**config.mk**
```make
export PLATFORM = sky130hd
export DESIGN_NAME = i2c_master_byte_sequencer_unit
export DESIGN_NICKNAME = d
export VERILOG_FILES = /design/src/design/i2cms_pkg.sv /design/src/design/i2c_master_byte_sequencer_unit.sv /design/src/design/i2cms_front.sv /design/src/design/i2cms_fifo.sv /design/src/design/i2cms_back.sv
export SDC_FILE = /design/constraint.sdc
export NUM_CORES = 1
export LEC_CHECK = 0
export ABC_AREA = 1
export ABC_CLOCK_PERIOD_IN_PS = 4200
export CELL_PAD_IN_SITES_DETAIL_PLACEMENT = 2
export CELL_PAD_IN_SITES_GLOBAL_PLACEMENT = 2
export CORE_MARGIN = 2
export CORE_UTILIZATION = 41
export DETAILED_ROUTE_END_ITERATION = 7
export DONT_BUFFER_PORTS = 1
export MAX_ROUTING_LAYER = met4
export PLACE_DENSITY_LB_ADDON = 0.1
export SETUP_SLACK_MARGIN = 0.5
export SLEW_MARGIN = 40
export SYNTH_ARGS = -nofsm -noshare
export SYNTH_HDL_FRONTEND = slang
export SYNTH_SLANG_ARGS = --single-unit
```
**constraint.sdc**
```tcl
create_clock -name clk -period 4.2 [get_ports clk]
set_clock_uncertainty 0.15 [all_clocks]
set_input_delay 0 -clock clk [delete_from_list [all_inputs] [get_ports clk]]
set_output_delay 0 -clock clk [all_outputs]
set_load 0.02 [all_outputs]
```
**src/design/i2cms_pkg.sv**
```systemverilog
// Shared types and constants of the I2C master byte sequencer.
// Used by the front end, the phase generator and the top level.
`default_nettype none

package i2cms_pkg;

  // Command codes carried on in_command
  typedef enum logic [2:0] {
    CMD_START  = 3'd0,
    CMD_STOP   = 3'd1,
    CMD_ADDR   = 3'd2,
    CMD_WRITE  = 3'd3,
    CMD_READ   = 3'd4,
    CMD_SAMPLE = 3'd5
  } cmd_t;

  // Operation left open by the last command
  typedef enum logic [1:0] {
    OP_IDLE = 2'd0,
    OP_ACK  = 2'd1,
    OP_READ = 2'd2
  } op_t;

  // Kinds of phase sequence handed from front end to back end
  typedef enum logic [2:0] {
    JOB_START = 3'd0,
    JOB_STOP  = 3'd1,
    JOB_SEND  = 3'd2,
    JOB_READ  = 3'd3,
    JOB_ACK   = 3'd4,
    JOB_RDBIT = 3'd5,
    JOB_RDEND = 3'd6
  } job_kind_t;

  // One classified command: byte to send or received byte, plus one flag
  // (sampled ack level, or SDA level of the ninth read bit)
  typedef struct packed {
    job_kind_t  kind;
    logic [7:0] data;
    logic       flag;
  } job_t;

  localparam int          QUEUE_DEPTH_DEF = 2;
  localparam logic [3:0]  READ_BITS       = 4'h8;
  localparam logic [4:0]  SEND_PHASES     = 5'd17;

endpackage

`default_nettype wire

```
**src/design/i2c_master_byte_sequencer_unit.sv**
```systemverilog
// I2C master byte sequencer: turns start, stop, address, write, read and
// line sample commands into open-drain bus phases, one result per phase.
// A command is taken whenever the job queue has room; the phase generator
// then emits one phase per cycle unless out_stall holds the output, and each
// command gives this many phases: start 4, stop 3, address or write 17,
// read 1, ack sample 1, read sample 2 (or 4 on the eighth bit). The phase
// generator sets the sustained rate; the queue (QUEUE_DEPTH jobs) lets new
// commands be classified while earlier phases still wait on out_stall.
// Line samples while idle and unused command codes are taken and give no
// phase. Depends on i2cms_pkg, i2cms_front, i2cms_fifo and i2cms_back.
`default_nettype none

module i2c_master_byte_sequencer_unit #(
  parameter int QUEUE_DEPTH = i2cms_pkg::QUEUE_DEPTH_DEF
) (
  input  wire logic        clk,
  input  wire logic        rst_n,
  input  wire logic        cfg_wr_en,
  input  wire logic [6:0]  cfg_wr_data,
  input  wire logic        in_valid,
  output logic             in_stall,
  input  wire logic [2:0]  in_command,
  input  wire logic [7:0]  in_tx_byte,
  input  wire logic        in_read_not_write,
  input  wire logic        in_send_ack,
  input  wire logic        in_sda_level,
  output logic             out_valid,
  input  wire logic        out_stall,
  output logic             out_scl_release,
  output logic             out_sda_release,
  output logic             out_sample_now,
  output logic [7:0]       out_rx_byte,
  output logic             out_rx_valid,
  output logic             out_nack,
  output logic             out_last
);

  localparam int JOB_W = $bits(i2cms_pkg::job_t);

  logic             q_full, q_empty, q_push, q_pop;
  i2cms_pkg::job_t  push_job, head_job;
  logic [JOB_W-1:0] head_bits;

  assign in_stall = q_full;
  assign head_job = i2cms_pkg::job_t'(head_bits);

  // Classify commands
  i2cms_front u_front (
    .clk               (clk),
    .rst_n             (rst_n),
    .cfg_wr_en         (cfg_wr_en),
    .cfg_wr_data       (cfg_wr_data),
    .in_valid          (in_valid),
    .queue_full        (q_full),
    .in_command        (in_command),
    .in_tx_byte        (in_tx_byte),
    .in_read_not_write (in_read_not_write),
    .in_send_ack       (in_send_ack),
    .in_sda_level      (in_sda_level),
    .push              (q_push),
    .push_job          (push_job)
  );

  // Queue jobs between the two sides
  i2cms_fifo #(
    .WIDTH (JOB_W),
    .DEPTH (QUEUE_DEPTH)
  ) u_fifo (
    .clk       (clk),
    .rst_n     (rst_n),
    .push      (q_push),
    .push_data (push_job),
    .pop       (q_pop),
    .full      (q_full),
    .empty     (q_empty),
    .head      (head_bits)
  );

  // Unfold jobs into bus phases
  i2cms_back u_back (
    .clk             (clk),
    .rst_n           (rst_n),
    .job_avail       (~q_empty),
    .job             (head_job),
    .pop             (q_pop),
    .out_valid       (out_valid),
    .out_stall       (out_stall),
    .out_scl_release (out_scl_release),
    .out_sda_release (out_sda_release),
    .out_sample_now  (out_sample_now),
    .out_rx_byte     (out_rx_byte),
    .out_rx_valid    (out_rx_valid),
    .out_nack        (out_nack),
    .out_last        (out_last)
  );

  // A received byte and a nack only ever close a command
  assert property (@(posedge clk) disable iff (!rst_n)
    out_valid && (out_rx_valid || out_nack) |-> out_last && !out_scl_release)
    else $error("rx_valid or nack on a phase that does not close a command");

  // A sample request always releases both lines and ends the command
  assert property (@(posedge clk) disable iff (!rst_n)
    out_valid && out_sample_now |-> out_scl_release && out_sda_release && out_last)
    else $error("sample request with a line driven low or not last");

  // No phase comes out in the cycle after reset
  assert property (@(posedge clk) !rst_n |=> !out_valid)
    else $error("output valid straight after reset");

  // A job is only dropped when a phase is loaded
  assert property (@(posedge clk) disable iff (!rst_n)
    q_pop |=> out_valid && out_last)
    else $error("job dropped without its last phase");

endmodule

`default_nettype wire

```
**src/design/i2cms_front.sv**
```systemverilog
// Front end: accepts commands, keeps the read/ack state and classifies
// each command into a job for the queue. Depends on i2cms_pkg.
`default_nettype none

module i2cms_front (
  input  wire logic            clk,
  input  wire logic            rst_n,
  input  wire logic            cfg_wr_en,
  input  wire logic [6:0]      cfg_wr_data,
  input  wire logic            in_valid,
  input  wire logic            queue_full,
  input  wire logic [2:0]      in_command,
  input  wire logic [7:0]      in_tx_byte,
  input  wire logic            in_read_not_write,
  input  wire logic            in_send_ack,
  input  wire logic            in_sda_level,
  output logic                 push,
  output i2cms_pkg::job_t      push_job
);

  logic [6:0]         addr_r;
  logic [7:0]         sr_r, sr_nxt;
  logic [3:0]         bc_r, bc_nxt;
  logic               ack_r, ack_nxt;
  i2cms_pkg::op_t     pend_r, pend_nxt;
  logic               accept;
  logic [7:0]         sr_shift;
  logic [3:0]         bc_inc;
  i2cms_pkg::cmd_t    cmd;

  assign accept   = in_valid & ~queue_full;
  assign cmd      = i2cms_pkg::cmd_t'(in_command);
  assign sr_shift = {sr_r[6:0], in_sda_level};
  assign bc_inc   = bc_r + 4'd1;

  // Hold the target address
  always_ff @(posedge clk) begin
    if (!rst_n) begin
      addr_r <= '0;
    end else if (cfg_wr_en) begin
      addr_r <= cfg_wr_data;
    end
  end

  // Register the pending operation and read state
  always_ff @(posedge clk) begin
    if (!rst_n) begin
      pend_r <= i2cms_pkg::OP_IDLE;
      sr_r   <= '0;
      bc_r   <= '0;
      ack_r  <= 1'b0;
    end else begin
      pend_r <= pend_nxt;
      sr_r   <= sr_nxt;
      bc_r   <= bc_nxt;
      ack_r  <= ack_nxt;
    end
  end

  // Next pending operation
  always_comb begin
    pend_nxt = pend_r;
    if (accept) begin
      case (cmd)
        i2cms_pkg::CMD_START,
        i2cms_pkg::CMD_STOP:  pend_nxt = i2cms_pkg::OP_IDLE;
        i2cms_pkg::CMD_ADDR,
        i2cms_pkg::CMD_WRITE: pend_nxt = i2cms_pkg::OP_ACK;
        i2cms_pkg::CMD_READ:  pend_nxt = i2cms_pkg::OP_READ;
        i2cms_pkg::CMD_SAMPLE: begin
          case (pend_r)
            i2cms_pkg::OP_ACK: pend_nxt = i2cms_pkg::OP_IDLE;
            i2cms_pkg::OP_READ: begin
              if (bc_inc == i2cms_pkg::READ_BITS) pend_nxt = i2cms_pkg::OP_IDLE;
            end
            default: pend_nxt = pend_r;
          endcase
        end
        default: pend_nxt = pend_r;
      endcase
    end
  end

  // Classify the command and update the shift state
  always_comb begin
    push          = 1'b0;
    push_job.kind = i2cms_pkg::JOB_START;
    push_job.data = '0;
    push_job.flag = 1'b0;
    sr_nxt        = sr_r;
    bc_nxt        = bc_r;
    ack_nxt       = ack_r;
    if (accept) begin
      case (cmd)
        i2cms_pkg::CMD_START: begin
          push = 1'b1;
        end
        i2cms_pkg::CMD_STOP: begin
          push          = 1'b1;
          push_job.kind = i2cms_pkg::JOB_STOP;
        end
        i2cms_pkg::CMD_ADDR: begin
          push          = 1'b1;
          push_job.kind = i2cms_pkg::JOB_SEND;
          push_job.data = {addr_r, in_read_not_write};
        end
        i2cms_pkg::CMD_WRITE: begin
          push          = 1'b1;
          push_job.kind = i2cms_pkg::JOB_SEND;
          push_job.data = in_tx_byte;
        end
        i2cms_pkg::CMD_READ: begin
          push          = 1'b1;
          push_job.kind = i2cms_pkg::JOB_READ;
          sr_nxt        = '0;
          bc_nxt        = '0;
          ack_nxt       = in_send_ack;
        end
        i2cms_pkg::CMD_SAMPLE: begin
          case (pend_r)
            i2cms_pkg::OP_ACK: begin
              push          = 1'b1;
              push_job.kind = i2cms_pkg::JOB_ACK;
              push_job.flag = in_sda_level;
            end
            i2cms_pkg::OP_READ: begin
              push   = 1'b1;
              sr_nxt = sr_shift;
              if (bc_inc == i2cms_pkg::READ_BITS) begin
                push_job.kind = i2cms_pkg::JOB_RDEND;
                push_job.data = sr_shift;
                push_job.flag = ~ack_r;
                bc_nxt        = '0;
              end else begin
                push_job.kind = i2cms_pkg::JOB_RDBIT;
                bc_nxt        = bc_inc;
              end
            end
            default: push = 1'b0;
          endcase
        end
        default: push = 1'b0;
      endcase
    end
  end

endmodule

`default_nettype wire

```
**src/design/i2cms_fifo.sv**
```systemverilog
// Short job queue between front end and back end, held in flip-flops.
// Generic in width and depth; no package dependency.
`default_nettype none

module i2cms_fifo #(
  parameter int WIDTH = 12,
  parameter int DEPTH = 2
) (
  input  wire logic             clk,
  input  wire logic             rst_n,
  input  wire logic             push,
  input  wire logic [WIDTH-1:0] push_data,
  input  wire logic             pop,
  output logic                  full,
  output logic                  empty,
  output logic [WIDTH-1:0]      head
);

  localparam int AW = (DEPTH > 1) ? $clog2(DEPTH) : 1;
  localparam int CW = $clog2(DEPTH + 1);
  localparam logic [AW-1:0] LAST_PTR = AW'(DEPTH - 1);
  localparam logic [CW-1:0] FULL_CNT = CW'(DEPTH);

  logic [WIDTH-1:0] mem_r [DEPTH];
  logic [AW-1:0]    wr_ptr_r, rd_ptr_r;
  logic [CW-1:0]    cnt_r;

  assign full  = (cnt_r == FULL_CNT);
  assign empty = (cnt_r == '0);
  assign head  = mem_r[rd_ptr_r];

  // Store pushed entries
  always_ff @(posedge clk) begin
    if (push) begin
      mem_r[wr_ptr_r] <= push_data;
    end
  end

  // Advance pointers and fill count
  always_ff @(posedge clk) begin
    if (!rst_n) begin
      wr_ptr_r <= '0;
      rd_ptr_r <= '0;
      cnt_r    <= '0;
    end else begin
      if (push) begin
        wr_ptr_r <= (wr_ptr_r == LAST_PTR) ? '0 : wr_ptr_r + AW'(1);
      end
      if (pop) begin
        rd_ptr_r <= (rd_ptr_r == LAST_PTR) ? '0 : rd_ptr_r + AW'(1);
      end
      if (push && !pop) begin
        cnt_r <= cnt_r + CW'(1);
      end else if (pop && !push) begin
        cnt_r <= cnt_r - CW'(1);
      end
    end
  end

endmodule

`default_nettype wire

```
**src/design/i2cms_back.sv**
```systemverilog
// Back end: unfolds the job at the queue head into bus phases, one per
// cycle unless out_stall holds the output, into the output register. Depends on i2cms_pkg.
`default_nettype none

module i2cms_back (
  input  wire logic             clk,
  input  wire logic             rst_n,
  input  wire logic             job_avail,
  input  wire i2cms_pkg::job_t  job,
  output logic                  pop,
  output logic                  out_valid,
  input  wire logic             out_stall,
  output logic                  out_scl_release,
  output logic                  out_sda_release,
  output logic                  out_sample_now,
  output logic [7:0]            out_rx_byte,
  output logic                  out_rx_valid,
  output logic                  out_nack,
  output logic                  out_last
);

  logic [4:0] idx_r;
  logic       valid_r;
  logic       scl_r, sda_r, smp_r, rxv_r, nack_r, last_r;
  logic [7:0] rx_r;
  logic       adv;
  logic       p_scl, p_sda, p_smp, p_rxv, p_nack, p_last;
  logic [7:0] p_rx;
  logic [4:0] last_idx;
  logic [2:0] bit_sel;

  assign adv     = ~valid_r | ~out_stall;
  assign p_last  = (idx_r == last_idx);
  assign pop     = adv & job_avail & p_last;
  assign bit_sel = 3'd7 - idx_r[3:1];

  // Work out the phase at the current index of the head job
  always_comb begin
    p_scl    = 1'b0;
    p_sda    = 1'b1;
    p_smp    = 1'b0;
    p_rxv    = 1'b0;
    p_nack   = 1'b0;
    p_rx     = '0;
    last_idx = '0;
    case (job.kind)
      i2cms_pkg::JOB_START: begin
        last_idx = 5'd3;
        p_scl    = (idx_r == 5'd1) || (idx_r == 5'd2);
        p_sda    = (idx_r == 5'd0) || (idx_r == 5'd1);
      end
      i2cms_pkg::JOB_STOP: begin
        last_idx = 5'd2;
        p_scl    = (idx_r != 5'd0);
        p_sda    = (idx_r == 5'd2);
      end
      i2cms_pkg::JOB_SEND: begin
        last_idx = i2cms_pkg::SEND_PHASES - 5'd1;
        if (idx_r == last_idx) begin
          p_scl = 1'b1;
          p_sda = 1'b1;
          p_smp = 1'b1;
        end else begin
          p_scl = ~idx_r[0];
          p_sda = job.data[bit_sel];
        end
      end
      i2cms_pkg::JOB_READ: begin
        p_scl = 1'b1;
        p_smp = 1'b1;
      end
      i2cms_pkg::JOB_ACK: begin
        p_nack = job.flag;
      end
      i2cms_pkg::JOB_RDBIT: begin
        last_idx = 5'd1;
        p_scl    = (idx_r == 5'd1);
        p_smp    = (idx_r == 5'd1);
      end
      i2cms_pkg::JOB_RDEND: begin
        last_idx = 5'd3;
        p_scl    = (idx_r == 5'd1);
        p_sda    = ((idx_r == 5'd1) || (idx_r == 5'd2)) ? job.flag : 1'b1;
        if (idx_r == 5'd3) begin
          p_rx  = job.data;
          p_rxv = 1'b1;
        end
      end
      default: last_idx = '0;
    endcase
  end

  // Step through phases and drop the job after its last one
  always_ff @(posedge clk) begin
    if (!rst_n) begin
      valid_r <= 1'b0;
      idx_r   <= '0;
    end else if (adv) begin
      valid_r <= job_avail;
      if (job_avail) begin
        idx_r <= p_last ? '0 : idx_r + 5'd1;
      end
    end
  end

  // Load the output register
  always_ff @(posedge clk) begin
    if (adv && job_avail) begin
      scl_r  <= p_scl;
      sda_r  <= p_sda;
      smp_r  <= p_smp;
      rx_r   <= p_rx;
      rxv_r  <= p_rxv;
      nack_r <= p_nack;
      last_r <= p_last;
    end
  end

  assign out_valid       = valid_r;
  assign out_scl_release = scl_r;
  assign out_sda_release = sda_r;
  assign out_sample_now  = smp_r;
  assign out_rx_byte     = rx_r;
  assign out_rx_valid    = rxv_r;
  assign out_nack        = nack_r;
  assign out_last        = last_r;

endmodule

`default_nettype wire

```
==> flow_summary.json <==
{
  "status": "complete, no violations",
  "port_buffers": 0,
  "synth_area_leaders": "edfxtp_1 33%, dfxtp_1 18%, nand2_1 7.8%, nor2_1 4.9%, nand3_1 4.3%",
  "leakage_nw": 1.65,
  "numCtsBuffers": 9,
  "wl_per_cell_um": 25.4,
  "ant_nets": 0,
  "critical_path_class": "reg -> reg",
  "peakVddDrop_mv": 0.269,
  "tritoncts": "done",
  "dr.pass1.iters": 4,
  "crit_required_ns": 4.28,
  "crit_arrival_ns": 3.37,
  "syn_to_final_growth_pct": 19.4,
  "dieArea_um2": 9280,
  "core_um2": 8260,
  "start_util_pct": 42.3,
  "gp_congestion": 0.837,
  "cp_max_fo": 16,
  "fp.dieW_um": 96.4,
  "finalSetupTns_ns": 0,
  "r2r_cells": 14,
  "worst_slack_ns": 0.913,
  "wirelength_um": 14000,
  "crit_family": "simple AND/OR/NAND/NOR gates",
  "powerDensity_nw_per_um2": 574,
  "drive_above_1_share_pct": 11.9,
  "antenna_found_initial": 1,
  "nets": 475,
  "cts_sinks": 70,
  "grt_first_pass_wirelength_um": 21400,
  "gr-usage-all-layers_pct": 33.3,
  "yosys_warnings": 0,
  "die_h_um": 96.4,
  "period_share_pct": 78.3,
  "clkTransAtPathRegs_ns": 0.09,
  "clk_latency_ns": 0.37,
  "avgSynthCellArea_um2": 8.79,
  "vias_per_cell": 5.70,
  "hold_class": "in -> reg",
  "grt_setup_unrepaired": "no",
  "cp_slowest_stage_delay_ns": 0.80,
  "grt_remaining_overflow": 0,
  "cp_common_cell": "nand2_1",
  "maxSlewHeadroom_pct": 48.4,
  "grt_max_degree": 22,
  "dp_hpwl_um": 7490,
  "synth_top_cell_area_share_pct": 32.6,
  "synth.net_count": 433,
  "clockRootBuffer": "clkbuf_8",
  "drt-initial-drc-count": 195,
  "maxCapViolations": 0,
  "worst_setup_path_end_kind": "flip-flop",
  "setup_viol": 0,
  "max_freq_mhz": 304,
  "htreeDepth": 3,
  "detailedPlace.worstSlack_ns": 1.33,
  "whs_path_depth": 4,
  "synth_top_area_cell": "edfxtp_1",
  "rows": 33,
  "cp_slowest_cell": "dfxtp_1",
  "synthesis.area_um2": 3500,
  "crit_buf_inv": 1,
  "first_global_vias": 3580,
  "startpoint_type": "flip-flop",
  "ctsLongestPathBuffers": 2,
  "vias": 3141,
  "post_cts_resized": 0,
  "tightest_slew_ns": 0.771,
  "synth_seq_cells": 70,
  "hold_violations": 0,
  "fin_crit_ns": 3.29,
  "drv_slew": 0,
  "synth-seq-area-share_pct": 50.9,
  "drc": 0,
  "ys_types": 37,
  "ios": 42,
  "crit_path_cell_trace": "inv_6, nand2_1, nand2_2, nand3_2, nand2_1, nand2_1, nand2_2, nor2_4, nand3_4, ha_1, a21oi_1, o21ai_0, o21ai_0, a21oi_1",
  "worst-path-stages": 14,
  "netlist_instances": 398
}
==> synth_stat cells <==
master	instances
clkbuf_1	3
or2_2	3
nand3_2	4
buf_4	1
ha_1	9
o22ai_1	1
dfxtp_1	32
a31oi_1	11
inv_6	1
nand3_1	30
nand2_1	73
xnor2_1	1
a21oi_1	23
nor2_4	2
o21ai_1	3
mux2i_1	2
buf_12	1
o21ai_0	25
o211ai_1	2
nand2_2	11
and2_1	1
xor2_1	3
inv_1	37
nor4_1	1
nor3_1	7
nand3_4	2
nand2_4	6
nor2_1	46
buf_2	2
inv_2	2
or2_1	4
a21boi_0	1
edfxtp_1	38
clkinv_1	2
buf_6	2
o21a_1	1
nand4_1	5
==> layout make-up <==
type                       count  area, um^2
timing repair buffer          40         398
inverter                      42         163
clock inverter                 7        80.1
antenna                        1        2.50
tap                          105         131
fill                         894        4080
sequential                    70        1780
clock buffer                   9         124
multi-input combinational    277        1500
==> worst min-delay path: cells and delay by family <==
kind	cells	cell delay (ns)
AO/OA/AOI/OAI	1	0.07
AND/OR/NAND/NOR	3	0.45
==> cells in the final DEF (no fill, tap or decap), drive strengths merged <==
master / count
buf: 1
xor2: 3
o211ai: 2
nor3: 7
nand3: 36
and2: 1
dlygate4sd3: 39
a31oi: 11
a21boi: 1
o22ai: 1
clkinvlp: 2
bufinv: 1
o21ai: 28
nor4: 1
o21a: 1
clkinv: 3
nor2: 48
clkbuf: 9
xnor2: 1
inv: 43
or2: 7
diode: 1
nand2: 90
edfxtp: 38
ha: 9
dfxtp: 32
mux2i: 2
a21oi: 23
nand4: 5
==> registers in the layout, indices dropped and copies added (netlist names), named ones only <==
name and flops:
u_fifo.cnt_r 2, u_back.out_valid 1, u_front.ack_r 1, u_back.out_sample_now 1, u_back.out_last 1, u_fifo.mem_r 24
u_front.pend_r 2, u_back.idx_r 5, u_front.sr_r 7, u_front.addr_r 7, u_front.bc_r 4, u_back.out_scl_release 1
u_fifo.wr_ptr_r 1, u_back.out_rx_valid 1, u_fifo.rd_ptr_r 1, u_back.out_nack 1, u_back.out_sda_release 1, u_back.out_rx_byte 8
==> through the flow <==
stage	utilization, %	power, mW	cells	hold WS, ns	instance area (um^2)
floorplan	-	1.55	398	-0.0151	3500
detailed placement	43.3	1.71	495	-0.00485	3570
global route	50.6	2.51	551	0.0970	4180
global placement	43.2	1.64	495	-0.0109	3560
CTS	50.5	2.33	550	0.0246	4170
finish	50.6	2.40	551	0.0563	4180
==> cells by family (layout without fill, tap and decap cells) <==
kind of cell    count (synthesis)  count (layout)  synth area share (%)
flops                          70              70                  50.9
xor+xnor                        4               4                  1.00
simple gates                  195             195                  27.3
compound gates                 67              67                  10.3
mux                             2               2                 0.572
buf+inv                        51              98                  6.69
other cells                     0               1                     0
fa+ha+maj                       9               9                  3.22
==> metal layers <==
layer,track usage (%),share of wire (%),up-vias,wire length [um]
met3,5.01,3.8,44,525
met4,14.3,4.1,0,573
met5,-,0,-,0
li1,-,-,1420,-
met2,60.5,54,103,7490
met1,35.9,39,1574,5390
==> repair_timing <==
action | CTS | global route
hold buffers | 39 | 0
hold endpoints to repair | 54 | 0
buffers inserted | 0 | 0
endpoints found under the setup margin | 0 | 0
==> worst paths after layout <==
path                                                   start                           end  slack, ns
worst max register to register                     flip-flop  u_fifo.cnt_r[1]$_SDFFE_PN0P_       0.91
worst max-delay path                               flip-flop  u_fifo.cnt_r[1]$_SDFFE_PN0P_       0.91
worst min register to register  u_front.sr_r[6]$_SDFFE_PN0P_  u_front.sr_r[6]$_SDFFE_PN0P_       0.35
worst min-delay path                           in_command[0]  u_front.bc_r[0]$_SDFFE_PN0P_       0.06
==> power by group <==
part,switching [mW],total (mW),internal (mW)
clock network,0.322,0.604,0.282
registers,0.183,1.06,0.880
logic,0.511,0.730,0.219
total,1.02,2.40,1.38
No activity file was read; power rests on OpenSTA's default activity.
